**config.mk**
```make
export PLATFORM = sky130hd
export DESIGN_NAME = sha256_byte_stream_hasher_unit_flat
export DESIGN_NICKNAME = d
export VERILOG_FILES = /design/src/rtl/sbh_pkg.sv /design/src/rtl/sbh_if.sv /design/src/rtl/sbh_front.sv /design/src/rtl/sbh_core.sv /design/src/rtl/sha256_byte_stream_hasher_unit.sv /design/src/flat_wrapper.sv
export VERILOG_INCLUDE_DIRS = /design/src /design/src/rtl
export SDC_FILE = /design/constraint.sdc
export NUM_CORES = 2
export LEC_CHECK = 0
export BUFFER_PORTS_ARGS = -buffer_cell sky130_fd_sc_hd__buf_2
export CAP_MARGIN = 15
export CORE_ASPECT_RATIO = 0.5
export CORE_MARGIN = 4
export CORE_UTILIZATION = 40
export DETAILED_ROUTE_END_ITERATION = 10
export PLACE_DENSITY = 0.57
export REMOVE_ABC_BUFFERS = 1
export SLEW_MARGIN = 0
export SYNTH_ARGS = -nofsm -noshare
export SYNTH_HDL_FRONTEND = slang
export SYNTH_SLANG_ARGS = --single-unit
```
**constraint.sdc**
```tcl
create_clock -name clk_i -period 14.35 [get_ports clk_i]
set_input_delay 0.7175 -clock clk_i [delete_from_list [all_inputs] [get_ports clk_i]]
set_output_delay 0.7175 -clock clk_i [all_outputs]
set_load 0.03 [all_outputs]
```
**src/rtl/sha256_byte_stream_hasher_unit_defines.svh**
```systemverilog
// Assertion macros shared by the hasher RTL.
`ifndef SHA256_BYTE_STREAM_HASHER_UNIT_DEFINES_SVH
`define SHA256_BYTE_STREAM_HASHER_UNIT_DEFINES_SVH
`ifndef SYNTHESIS
// check a property outside reset
`define SBH_ASSERT(lbl, prop, msg) \
  lbl: assert property (@(posedge clk_i) disable iff (!rst_ni) prop) else $error(msg);
// check a property at every edge, reset included
`define SBH_ASSERT_ALWAYS(lbl, prop, msg) \
  lbl: assert property (@(posedge clk_i) prop) else $error(msg);
`else
`define SBH_ASSERT(lbl, prop, msg)
`define SBH_ASSERT_ALWAYS(lbl, prop, msg)
`endif
`endif

```
**src/rtl/sbh_pkg.sv**
```systemverilog
`default_nettype none
package sbh_pkg;

  localparam logic [31:0] RoundK [64] = '{
    32'h428a2f98, 32'h71374491, 32'hb5c0fbcf, 32'he9b5dba5,
    32'h3956c25b, 32'h59f111f1, 32'h923f82a4, 32'hab1c5ed5,
    32'hd807aa98, 32'h12835b01, 32'h243185be, 32'h550c7dc3,
    32'h72be5d74, 32'h80deb1fe, 32'h9bdc06a7, 32'hc19bf174,
    32'he49b69c1, 32'hefbe4786, 32'h0fc19dc6, 32'h240ca1cc,
    32'h2de92c6f, 32'h4a7484aa, 32'h5cb0a9dc, 32'h76f988da,
    32'h983e5152, 32'ha831c66d, 32'hb00327c8, 32'hbf597fc7,
    32'hc6e00bf3, 32'hd5a79147, 32'h06ca6351, 32'h14292967,
    32'h27b70a85, 32'h2e1b2138, 32'h4d2c6dfc, 32'h53380d13,
    32'h650a7354, 32'h766a0abb, 32'h81c2c92e, 32'h92722c85,
    32'ha2bfe8a1, 32'ha81a664b, 32'hc24b8b70, 32'hc76c51a3,
    32'hd192e819, 32'hd6990624, 32'hf40e3585, 32'h106aa070,
    32'h19a4c116, 32'h1e376c08, 32'h2748774c, 32'h34b0bcb5,
    32'h391c0cb3, 32'h4ed8aa4a, 32'h5b9cca4f, 32'h682e6ff3,
    32'h748f82ee, 32'h78a5636f, 32'h84c87814, 32'h8cc70208,
    32'h90befffa, 32'ha4506ceb, 32'hbef9a3f7, 32'hc67178f2
  };

  localparam logic [31:0] InitHash [8] = '{
    32'h6a09e667, 32'hbb67ae85, 32'h3c6ef372, 32'ha54ff53a,
    32'h510e527f, 32'h9b05688c, 32'h1f83d9ab, 32'h5be0cd19
  };

  localparam logic [7:0] PadByte = 8'h80;
  localparam logic [5:0] LenOffset = 6'd56;

  // one queued word between front and back
  typedef struct packed {
    logic [7:0] data_byte;
    logic       byte_present;
    logic       message_end;
  } sbh_entry_t;

  function automatic logic [31:0] rotr(input logic [31:0] x, input int unsigned n);
    rotr = (x >> n) | (x << (32 - n));
  endfunction

  function automatic logic [31:0] big_sig0(input logic [31:0] x);
    big_sig0 = rotr(x, 2) ^ rotr(x, 13) ^ rotr(x, 22);
  endfunction

  function automatic logic [31:0] big_sig1(input logic [31:0] x);
    big_sig1 = rotr(x, 6) ^ rotr(x, 11) ^ rotr(x, 25);
  endfunction

  function automatic logic [31:0] small_sig0(input logic [31:0] x);
    small_sig0 = rotr(x, 7) ^ rotr(x, 18) ^ (x >> 3);
  endfunction

  function automatic logic [31:0] small_sig1(input logic [31:0] x);
    small_sig1 = rotr(x, 17) ^ rotr(x, 19) ^ (x >> 10);
  endfunction

endpackage
`default_nettype wire

```
**src/rtl/sbh_if.sv**
```systemverilog
`default_nettype none
interface sbh_in_if;
  logic       valid;
  logic       ready;
  logic [7:0] data_byte;
  logic       byte_present;
  logic       message_end;
  modport source (output valid, data_byte, byte_present, message_end, input ready);
  modport sink (input valid, data_byte, byte_present, message_end, output ready);
endinterface

interface sbh_out_if;
  logic        valid;
  logic        ready;
  logic [31:0] digest_word;
  logic [2:0]  word_index;
  logic        last_word;
  modport source (output valid, digest_word, word_index, last_word, input ready);
  modport sink (input valid, digest_word, word_index, last_word, output ready);
endinterface
`default_nettype wire

```
**src/rtl/sbh_front.sv**
```systemverilog
`default_nettype none
`include "sha256_byte_stream_hasher_unit_defines.svh"
module sbh_front
  import sbh_pkg::*;
(
  input  wire logic   clk_i,
  input  wire logic   rst_ni,
  sbh_in_if.sink      byte_i,
  output sbh_entry_t  q_entry_o,
  output logic        q_valid_o,
  input  wire logic   q_ready_i
);

  sbh_entry_t ent_q [2];
  logic       wr_q, rd_q;
  logic [1:0] cnt_q;
  logic       push, pop;

  assign byte_i.ready = (cnt_q != 2'd2);
  // drop words that carry neither a byte nor an end marker
  assign push = byte_i.valid & byte_i.ready & (byte_i.byte_present | byte_i.message_end);
  assign q_valid_o = (cnt_q != 2'd0);
  assign pop = q_valid_o & q_ready_i;
  assign q_entry_o = ent_q[rd_q];

  // hold the queue payload
  always_ff @(posedge clk_i) begin
    if (push) begin
      ent_q[wr_q] <= '{data_byte: byte_i.data_byte, byte_present: byte_i.byte_present,
                       message_end: byte_i.message_end};
    end
  end

  // advance pointers and fill count
  always_ff @(posedge clk_i or negedge rst_ni) begin
    if (!rst_ni) begin
      wr_q  <= 1'b0;
      rd_q  <= 1'b0;
      cnt_q <= 2'd0;
    end else begin
      if (push) wr_q <= ~wr_q;
      if (pop) rd_q <= ~rd_q;
      cnt_q <= cnt_q + 2'(push) - 2'(pop);
    end
  end

  `SBH_ASSERT(a_cnt_range, cnt_q <= 2'd2, "queue count out of range")
  `SBH_ASSERT(a_push_grows, (push && !pop) |=> cnt_q == $past(cnt_q) + 2'd1, "push lost")
  `SBH_ASSERT(a_drop_empty, (!push) |=> cnt_q <= $past(cnt_q), "dropped word queued")

endmodule
`default_nettype wire

```
**src/rtl/sbh_core.sv**
```systemverilog
`default_nettype none
`include "sha256_byte_stream_hasher_unit_defines.svh"
module sbh_core
  import sbh_pkg::*;
(
  input  wire logic       clk_i,
  input  wire logic       rst_ni,
  input  wire sbh_entry_t q_entry_i,
  input  wire logic       q_valid_i,
  output logic            q_ready_o,
  sbh_out_if.source       digest_o
);

  typedef enum logic [2:0] {
    S_IDLE, S_COMP, S_FIN, S_PAD, S_LEN, S_OUT
  } state_e;

  state_e      state_q, ret_q;
  logic [31:0] hash_q [8];
  logic [31:0] v_q [8];
  logic [31:0] w_q [16];
  logic [23:0] cur_q;
  logic [5:0]  fill_q, rnd_q;
  logic [63:0] cnt_q, bits_q;
  logic        first_q;
  logic [2:0]  len_q, idx_q;

  logic        ins_en, blk_full;
  logic [7:0]  ins_byte;
  logic [63:0] cnt_d;
  logic [31:0] t1, t2, w_new;
  logic        out_fire;

  // pick the byte to append to the block
  always_comb begin
    ins_en   = 1'b0;
    ins_byte = 8'h00;
    unique case (state_q)
      S_IDLE: begin
        ins_en   = q_valid_i & q_entry_i.byte_present;
        ins_byte = q_entry_i.data_byte;
      end
      S_PAD: begin
        ins_en   = first_q | (fill_q != LenOffset);
        ins_byte = first_q ? PadByte : 8'h00;
      end
      S_LEN: begin
        ins_en   = 1'b1;
        ins_byte = bits_q[{~len_q, 3'b000} +: 8];
      end
      default: ;
    endcase
  end

  assign blk_full  = ins_en & (fill_q == 6'd63);
  assign cnt_d     = cnt_q + 64'(q_entry_i.byte_present);
  assign q_ready_o = (state_q == S_IDLE);

  // one compression round and one schedule word
  assign t1 = v_q[7] + big_sig1(v_q[4]) + ((v_q[4] & v_q[5]) ^ (~v_q[4] & v_q[6]))
            + RoundK[rnd_q] + w_q[0];
  assign t2 = big_sig0(v_q[0]) + ((v_q[0] & v_q[1]) ^ (v_q[0] & v_q[2]) ^ (v_q[1] & v_q[2]));
  assign w_new = small_sig1(w_q[14]) + w_q[9] + small_sig0(w_q[1]) + w_q[0];

  assign digest_o.valid       = (state_q == S_OUT);
  assign digest_o.digest_word = hash_q[idx_q];
  assign digest_o.word_index  = idx_q;
  assign digest_o.last_word   = (idx_q == 3'd7);
  assign out_fire = digest_o.valid & digest_o.ready;

  // pack bytes into the schedule window, shift it during rounds
  always_ff @(posedge clk_i) begin
    if (ins_en) begin
      if (fill_q[1:0] == 2'd3) begin
        for (int i = 0; i < 15; i++) w_q[i] <= w_q[i+1];
        w_q[15] <= {cur_q, ins_byte};
      end else begin
        cur_q <= {cur_q[15:0], ins_byte};
      end
    end else if (state_q == S_COMP) begin
      for (int i = 0; i < 15; i++) w_q[i] <= w_q[i+1];
      w_q[15] <= w_new;
    end
    if (state_q == S_COMP) begin
      v_q[0] <= t1 + t2;
      v_q[1] <= v_q[0];
      v_q[2] <= v_q[1];
      v_q[3] <= v_q[2];
      v_q[4] <= v_q[3] + t1;
      v_q[5] <= v_q[4];
      v_q[6] <= v_q[5];
      v_q[7] <= v_q[6];
    end else if (blk_full) begin
      v_q <= hash_q;
    end
  end

  // sequence absorb, compress, pad, length and digest output
  always_ff @(posedge clk_i or negedge rst_ni) begin
    if (!rst_ni) begin
      state_q <= S_IDLE;
      ret_q   <= S_IDLE;
      hash_q  <= InitHash;
      cnt_q   <= 64'd0;
      bits_q  <= 64'd0;
      fill_q  <= 6'd0;
      rnd_q   <= 6'd0;
      first_q <= 1'b0;
      len_q   <= 3'd0;
      idx_q   <= 3'd0;
    end else begin
      if (ins_en) fill_q <= fill_q + 6'd1;
      unique case (state_q)
        S_IDLE: begin
          if (q_valid_i) begin
            cnt_q   <= cnt_d;
            bits_q  <= {cnt_d[60:0], 3'b000};
            first_q <= 1'b1;
            if (blk_full) begin
              state_q <= S_COMP;
              ret_q   <= q_entry_i.message_end ? S_PAD : S_IDLE;
            end else if (q_entry_i.message_end) begin
              state_q <= S_PAD;
            end
          end
        end
        S_COMP: begin
          rnd_q <= rnd_q + 6'd1;
          if (rnd_q == 6'd63) state_q <= S_FIN;
        end
        S_FIN: begin
          for (int i = 0; i < 8; i++) hash_q[i] <= hash_q[i] + v_q[i];
          state_q <= ret_q;
        end
        S_PAD: begin
          if (ins_en) begin
            first_q <= 1'b0;
            if (blk_full) begin
              state_q <= S_COMP;
              ret_q   <= S_PAD;
            end
          end else begin
            state_q <= S_LEN;
            len_q   <= 3'd0;
          end
        end
        S_LEN: begin
          len_q <= len_q + 3'd1;
          if (blk_full) begin
            state_q <= S_COMP;
            ret_q   <= S_OUT;
            idx_q   <= 3'd0;
          end
        end
        S_OUT: begin
          if (out_fire) begin
            idx_q <= idx_q + 3'd1;
            if (idx_q == 3'd7) begin
              hash_q  <= InitHash;
              cnt_q   <= 64'd0;
              state_q <= S_IDLE;
            end
          end
        end
        default: state_q <= S_IDLE;
      endcase
    end
  end

  `SBH_ASSERT(a_rnd_idle, (state_q != S_COMP) |-> rnd_q == 6'd0, "round count left running")
  `SBH_ASSERT(a_len_aligned, (state_q == S_LEN) |-> fill_q[5:3] == 3'd7, "length misplaced")
  `SBH_ASSERT(a_restart, (out_fire && idx_q == 3'd7) |=> cnt_q == 64'd0 && state_q == S_IDLE,
              "no restart after digest")

endmodule
`default_nettype wire

```
**src/rtl/sha256_byte_stream_hasher_unit.sv**
```systemverilog
// SHA-256 byte stream hasher.
// byte_i takes one message byte per word (valid/ready). byte_present marks a
// real byte; message_end closes the message; a word with neither is dropped.
// digest_o gives eight 32-bit words per message, word_index 0 (most
// significant) first, last_word set on the eighth.
// The back end takes plain bytes in S_IDLE; the 64th byte of a block
// starts 64 rounds on the single round unit, then one hash update.
// At message end padding and length go in one byte per cycle, except while
// a full block compresses, with a state change (S_PAD to S_LEN) before the
// length, and one or two compressions follow before digest_o raises
// valid.
// A two-word queue parts the input from the back end, so input is still
// taken while the digest waits. A stalled digest_o holds the current word
// and the back end; the queue then fills and byte_i drops ready.
// Reset loads the initial hash values, clears the byte count and empties
// the queue; the block buffer needs no clearing.
`default_nettype none
module sha256_byte_stream_hasher_unit
  import sbh_pkg::*;
(
  input  wire logic clk_i,
  input  wire logic rst_ni,
  sbh_in_if.sink    byte_i,
  sbh_out_if.source digest_o
);

  sbh_entry_t q_entry;
  logic       q_valid, q_ready;

  sbh_front u_front (
    .clk_i     (clk_i),
    .rst_ni    (rst_ni),
    .byte_i    (byte_i),
    .q_entry_o (q_entry),
    .q_valid_o (q_valid),
    .q_ready_i (q_ready)
  );

  sbh_core u_core (
    .clk_i     (clk_i),
    .rst_ni    (rst_ni),
    .q_entry_i (q_entry),
    .q_valid_i (q_valid),
    .q_ready_o (q_ready),
    .digest_o  (digest_o)
  );

endmodule
`default_nettype wire
```
**src/flat_wrapper.sv**
```systemverilog
// flat-port wrapper written by rule: the top's interface ports become plain ports
module sha256_byte_stream_hasher_unit_flat import sbh_pkg::*;
  (clk_i, rst_ni, byte_i_valid, byte_i_data_byte, byte_i_byte_present, byte_i_message_end, byte_i_ready, digest_o_valid, digest_o_digest_word, digest_o_word_index, digest_o_last_word, digest_o_ready);
  sbh_in_if byte_i_i ();
  sbh_out_if digest_o_i ();
  input  wire logic clk_i;
  input  wire logic rst_ni;
  input wire logic [$bits(byte_i_i.valid)-1:0] byte_i_valid;
  input wire logic [$bits(byte_i_i.data_byte)-1:0] byte_i_data_byte;
  input wire logic [$bits(byte_i_i.byte_present)-1:0] byte_i_byte_present;
  input wire logic [$bits(byte_i_i.message_end)-1:0] byte_i_message_end;
  output wire logic [$bits(byte_i_i.ready)-1:0] byte_i_ready;
  output wire logic [$bits(digest_o_i.valid)-1:0] digest_o_valid;
  output wire logic [$bits(digest_o_i.digest_word)-1:0] digest_o_digest_word;
  output wire logic [$bits(digest_o_i.word_index)-1:0] digest_o_word_index;
  output wire logic [$bits(digest_o_i.last_word)-1:0] digest_o_last_word;
  input wire logic [$bits(digest_o_i.ready)-1:0] digest_o_ready;
  assign byte_i_i.valid = byte_i_valid;
  assign byte_i_i.data_byte = byte_i_data_byte;
  assign byte_i_i.byte_present = byte_i_byte_present;
  assign byte_i_i.message_end = byte_i_message_end;
  assign byte_i_ready = byte_i_i.ready;
  assign digest_o_valid = digest_o_i.valid;
  assign digest_o_digest_word = digest_o_i.digest_word;
  assign digest_o_word_index = digest_o_i.word_index;
  assign digest_o_last_word = digest_o_i.last_word;
  assign digest_o_i.ready = digest_o_ready;
  sha256_byte_stream_hasher_unit u_core (.clk_i(clk_i), .rst_ni(rst_ni), .byte_i(byte_i_i), .digest_o(digest_o_i));
endmodule
```
==> impl_results.md <==
* Starting Density at 0.405
* Finished Layout Cells at 9626
* Slew headroom at 0.240
* Die width at 619 um
* Avg WL per Cell at 23.8 um
* Most frequent cell after synthesis: nand2_1
* Async S/R FF share, synth at 0.334
* Initial antenna violation count at 12
* Mapped Area at 74600 um^2
* Post-CTS setup buffers at 0
* Most frequent CP cell: o21ai_0
* Worst path arrival time at 9.95 ns
* DR vias at 54200
* Full die area at 194000 um^2
* Largest family of logic cells by synthesized area: compound AO/OA/AOI/OAI gates
* Post-synth top cells: nand2_1 (1121), edfxtp_1 (812), o21ai_0 (493), a21oi_1 (480), nor2_1 (412)
* CP required at 14.83 ns
* DR DRC count at 0
* Syn Area/Cell at 10.5 um^2
* Post-Place Setup Slack at 5.07 ns
* DP Area at 77300 um^2
* Slowest stage delay, CP at 0.79 ns
* FMAX at 0.105 GHz
* Primary FF master, synth: edfxtp_1
* Drt first pass iters at 6
* Post-route ant nets at 0
* Final max-slew violation count at 0
* Placed insts at 9399
* Fill cells at 17500
* Hold Violations, Final at 0
* EDFF count, synth at 812
* Slowest stage cell on the critical path: ha_1
* Clock skew at 0.0554 ns
* MaxCap Viol Count at 0
* Hold Crit Depth at 1
* Final #Nets at 7641
* Synth Area in Compound Gates at 0.147
* Adder-Cell Fraction of Synth Area at 0.120
* Clock root buffer: clkbuf_16
* CTS buffer count at 116
* CTS Hold Bufs at 1
* CTS tree: built
* Clock Latency Late Sink at 0.78 ns
* Warning count from the yosys run at 0
* CP endpoint kind: flip-flop
* Area grow syn2layout at 9.10%
* I/O pin count at 52
* CTS sink count at 1219
* Type of origin of the critical path: flip-flop
* Synth top area share at 0.327
* Share of layout cells above drive strength 1 at 0.0915
* Vias in the first global route at 51600
* Unrepaired setup endpoints after global routing: no
* Post-Syn Instances at 7129
* IO Port Bufs at 51
* Status: completed
* Simple-Gate Fraction of Synth Area at 0.121
* First-pass GRT wire length at 340 mm
* RePlAce Congestion at 0.933
* Mux contribution to synthesized area at 0.0381
* Library cells used by synthesis at 108
* Final instance area at 81400 um^2
* H-tree levels at 3
* Final period utilization at 0.661
* Clock Path Buffers at 3
* Post-route setup slack at 4.87 ns
* Min-Delay Path Class: input port to flip-flop
* Starting DRT DRC Count at 5790
* Tmin final at 9.48 ns
* Vias per cell at 5.63
* Post-synthesis sequential area ratio at 0.466
* Yosys reg bits at 1219
* Final HPWL from detailed placement at 167 mm
* Remaining global-route overflow at 0
* CTS resizes at 0
* Standard-cell rows at 111
* Worst reg2reg path depth at 33
* Crit-path max FO at 15
* Main area contributors after synthesis: edfxtp_1 (33%), dfrtp_1 (9.1%), ha_1 (6.7%)
* Core Box Area at 184000 um^2
* Post-Synth XOR/XNOR Area at 0.0754
* Post-synth top area cell: edfxtp_1
* Critical path class: flip-flop to flip-flop
* GRT Total Usage at 0.232
* Hold WS at 0.135 ns
* Worst-path clk slew at 0.07 ns
* WL final at 229 mm
* Worst Tran Pin Value at 1.14 ns
* Largest net degree at the start of global routing at 150
* Final setup vio count at 0
* Die Ht at 313 um
[cell usage in the layout, fill, tap and decap left out, drive strengths merged, types with 47 or more instances in the layout]
| master | synthesis | final |
|---|---|---|
| nand2b | 84 | 84 |
| o31ai | 52 | 52 |
| mux2 | 56 | 56 |
| nand2 | 1123 | 1123 |
| nor2b | 55 | 55 |
| ha | 399 | 399 |
| dfstp | 136 | 136 |
| a21oi | 482 | 482 |
| o21a | 59 | 59 |
| buf | 41 | 116 |
| a211oi | 62 | 62 |
| edfxtp | 812 | 812 |
| xor2 | 238 | 238 |
| nor2 | 413 | 413 |
| inv | 334 | 340 |
| fa | 195 | 195 |
| a31oi | 65 | 65 |
| clkbuf | 290 | 150 |
| xnor2 | 404 | 404 |
| a21o | 179 | 179 |
| and3 | 47 | 47 |
| o21ai | 569 | 569 |
| nor3 | 75 | 75 |
| dfrtp | 271 | 271 |
| mux4 | 84 | 84 |
| nand3 | 110 | 110 |
[critical path: cells and delay by family (launching register included)]
kind	cells	cell delay, ns
adder cells (fa/ha/maj)	6	2.91
AO/OA/AOI/OAI	16	3.41
XOR/XNOR	2	0.58
flip-flops	1	0.63
AND/OR/NAND/NOR	4	0.95
buffers and inverters	5	0.68
[cell type report]
class	count	area (um^2)	share of cell area
multi-input combinational	5243	37400	0.460
sequential	1219	34800	0.427
clock buffer	150	3160	0.0389
tap	2486	3110	0.0382
inverter	336	1260	0.0155
clock inverter	72	896	0.0110
timing repair buffer	117	801	0.00984
antenna	3	7.51	0.0000922
[path summary, 6_finish.rpt]
kind	from	to	slack (ns)
max in group asynchronous	rst_ni	u_core.u_core.cnt_q[2]	11.01
hold reg to reg	u_core.u_core.w_q[0][122]	u_core.u_core.w_q[0][90]	0.39
hold / removal	byte_i_data_byte[2]	u_core.u_front.ent_q[1][4]	0.13
min in group asynchronous	rst_ni	u_core.u_core.hash_q[162]	0.55
setup / recovery	u_core.u_core.rnd_q[0]	u_core.u_core.v_q[255]	4.87
setup reg to reg	u_core.u_core.rnd_q[0]	u_core.u_core.v_q[255]	4.87
[sequential cells by signal, summed over array words and instances (netlist names)]
| register | flops |
|---|---|
| u_core.u_core.fill_q | 6 |
| u_core.u_core.first_q | 1 |
| u_core.u_core.v_q | 256 |
| u_core.u_core.w_q | 512 |
| u_core.u_front.cnt_q | 2 |
| u_core.u_core.state_q | 3 |
| u_core.u_core.hash_q | 256 |
| u_core.u_core.ret_q | 3 |
| u_core.u_front.rd_q | 1 |
| u_core.u_core.bits_q | 61 |
| u_core.u_core.cnt_q | 61 |
| u_core.u_front.wr_q | 1 |
| u_core.u_core.digest_o.word_index | 3 |
| u_core.u_core.cur_q | 24 |
| u_core.u_front.ent_q | 20 |
| u_core.u_core.len_q | 3 |
| u_core.u_core.rnd_q | 6 |
[stage by stage]
step,TNS (ns),utilization
finish,0,0.442
global placement,0,0.419
detailed placement,0,0.419
floorplan,-2828.21,-
CTS,0,0.442
global route,0,0.442
[logic make-up (layout without fill, tap and decap cells)]
| kind of cell | count (synthesis) | after routing |
|---|---|---|
| adder cells (fa/ha/maj) | 597 | 597 |
| AO/OA/AOI/OAI | 1769 | 1769 |
| flip-flops | 1219 | 1219 |
| buffers and inverters | 667 | 675 |
| multiplexers | 172 | 172 |
| XOR/XNOR | 642 | 642 |
| AND/OR/NAND/NOR | 2063 | 2063 |
| other | 0 | 3 |
[routing by layer]
layer	up-vias	GRT usage	wire [um]	share of wire
li1	25200	-	-	-
met4	0	0.0641	6770	0.030
met1	26800	0.352	107000	0.47
met2	1930	0.342	97600	0.43
met3	305	0.0342	17100	0.075
met5	-	0	0	0
Power is not shown: default switching activity piles up to over one toggle a cycle in this logic, so the estimate is an artifact.
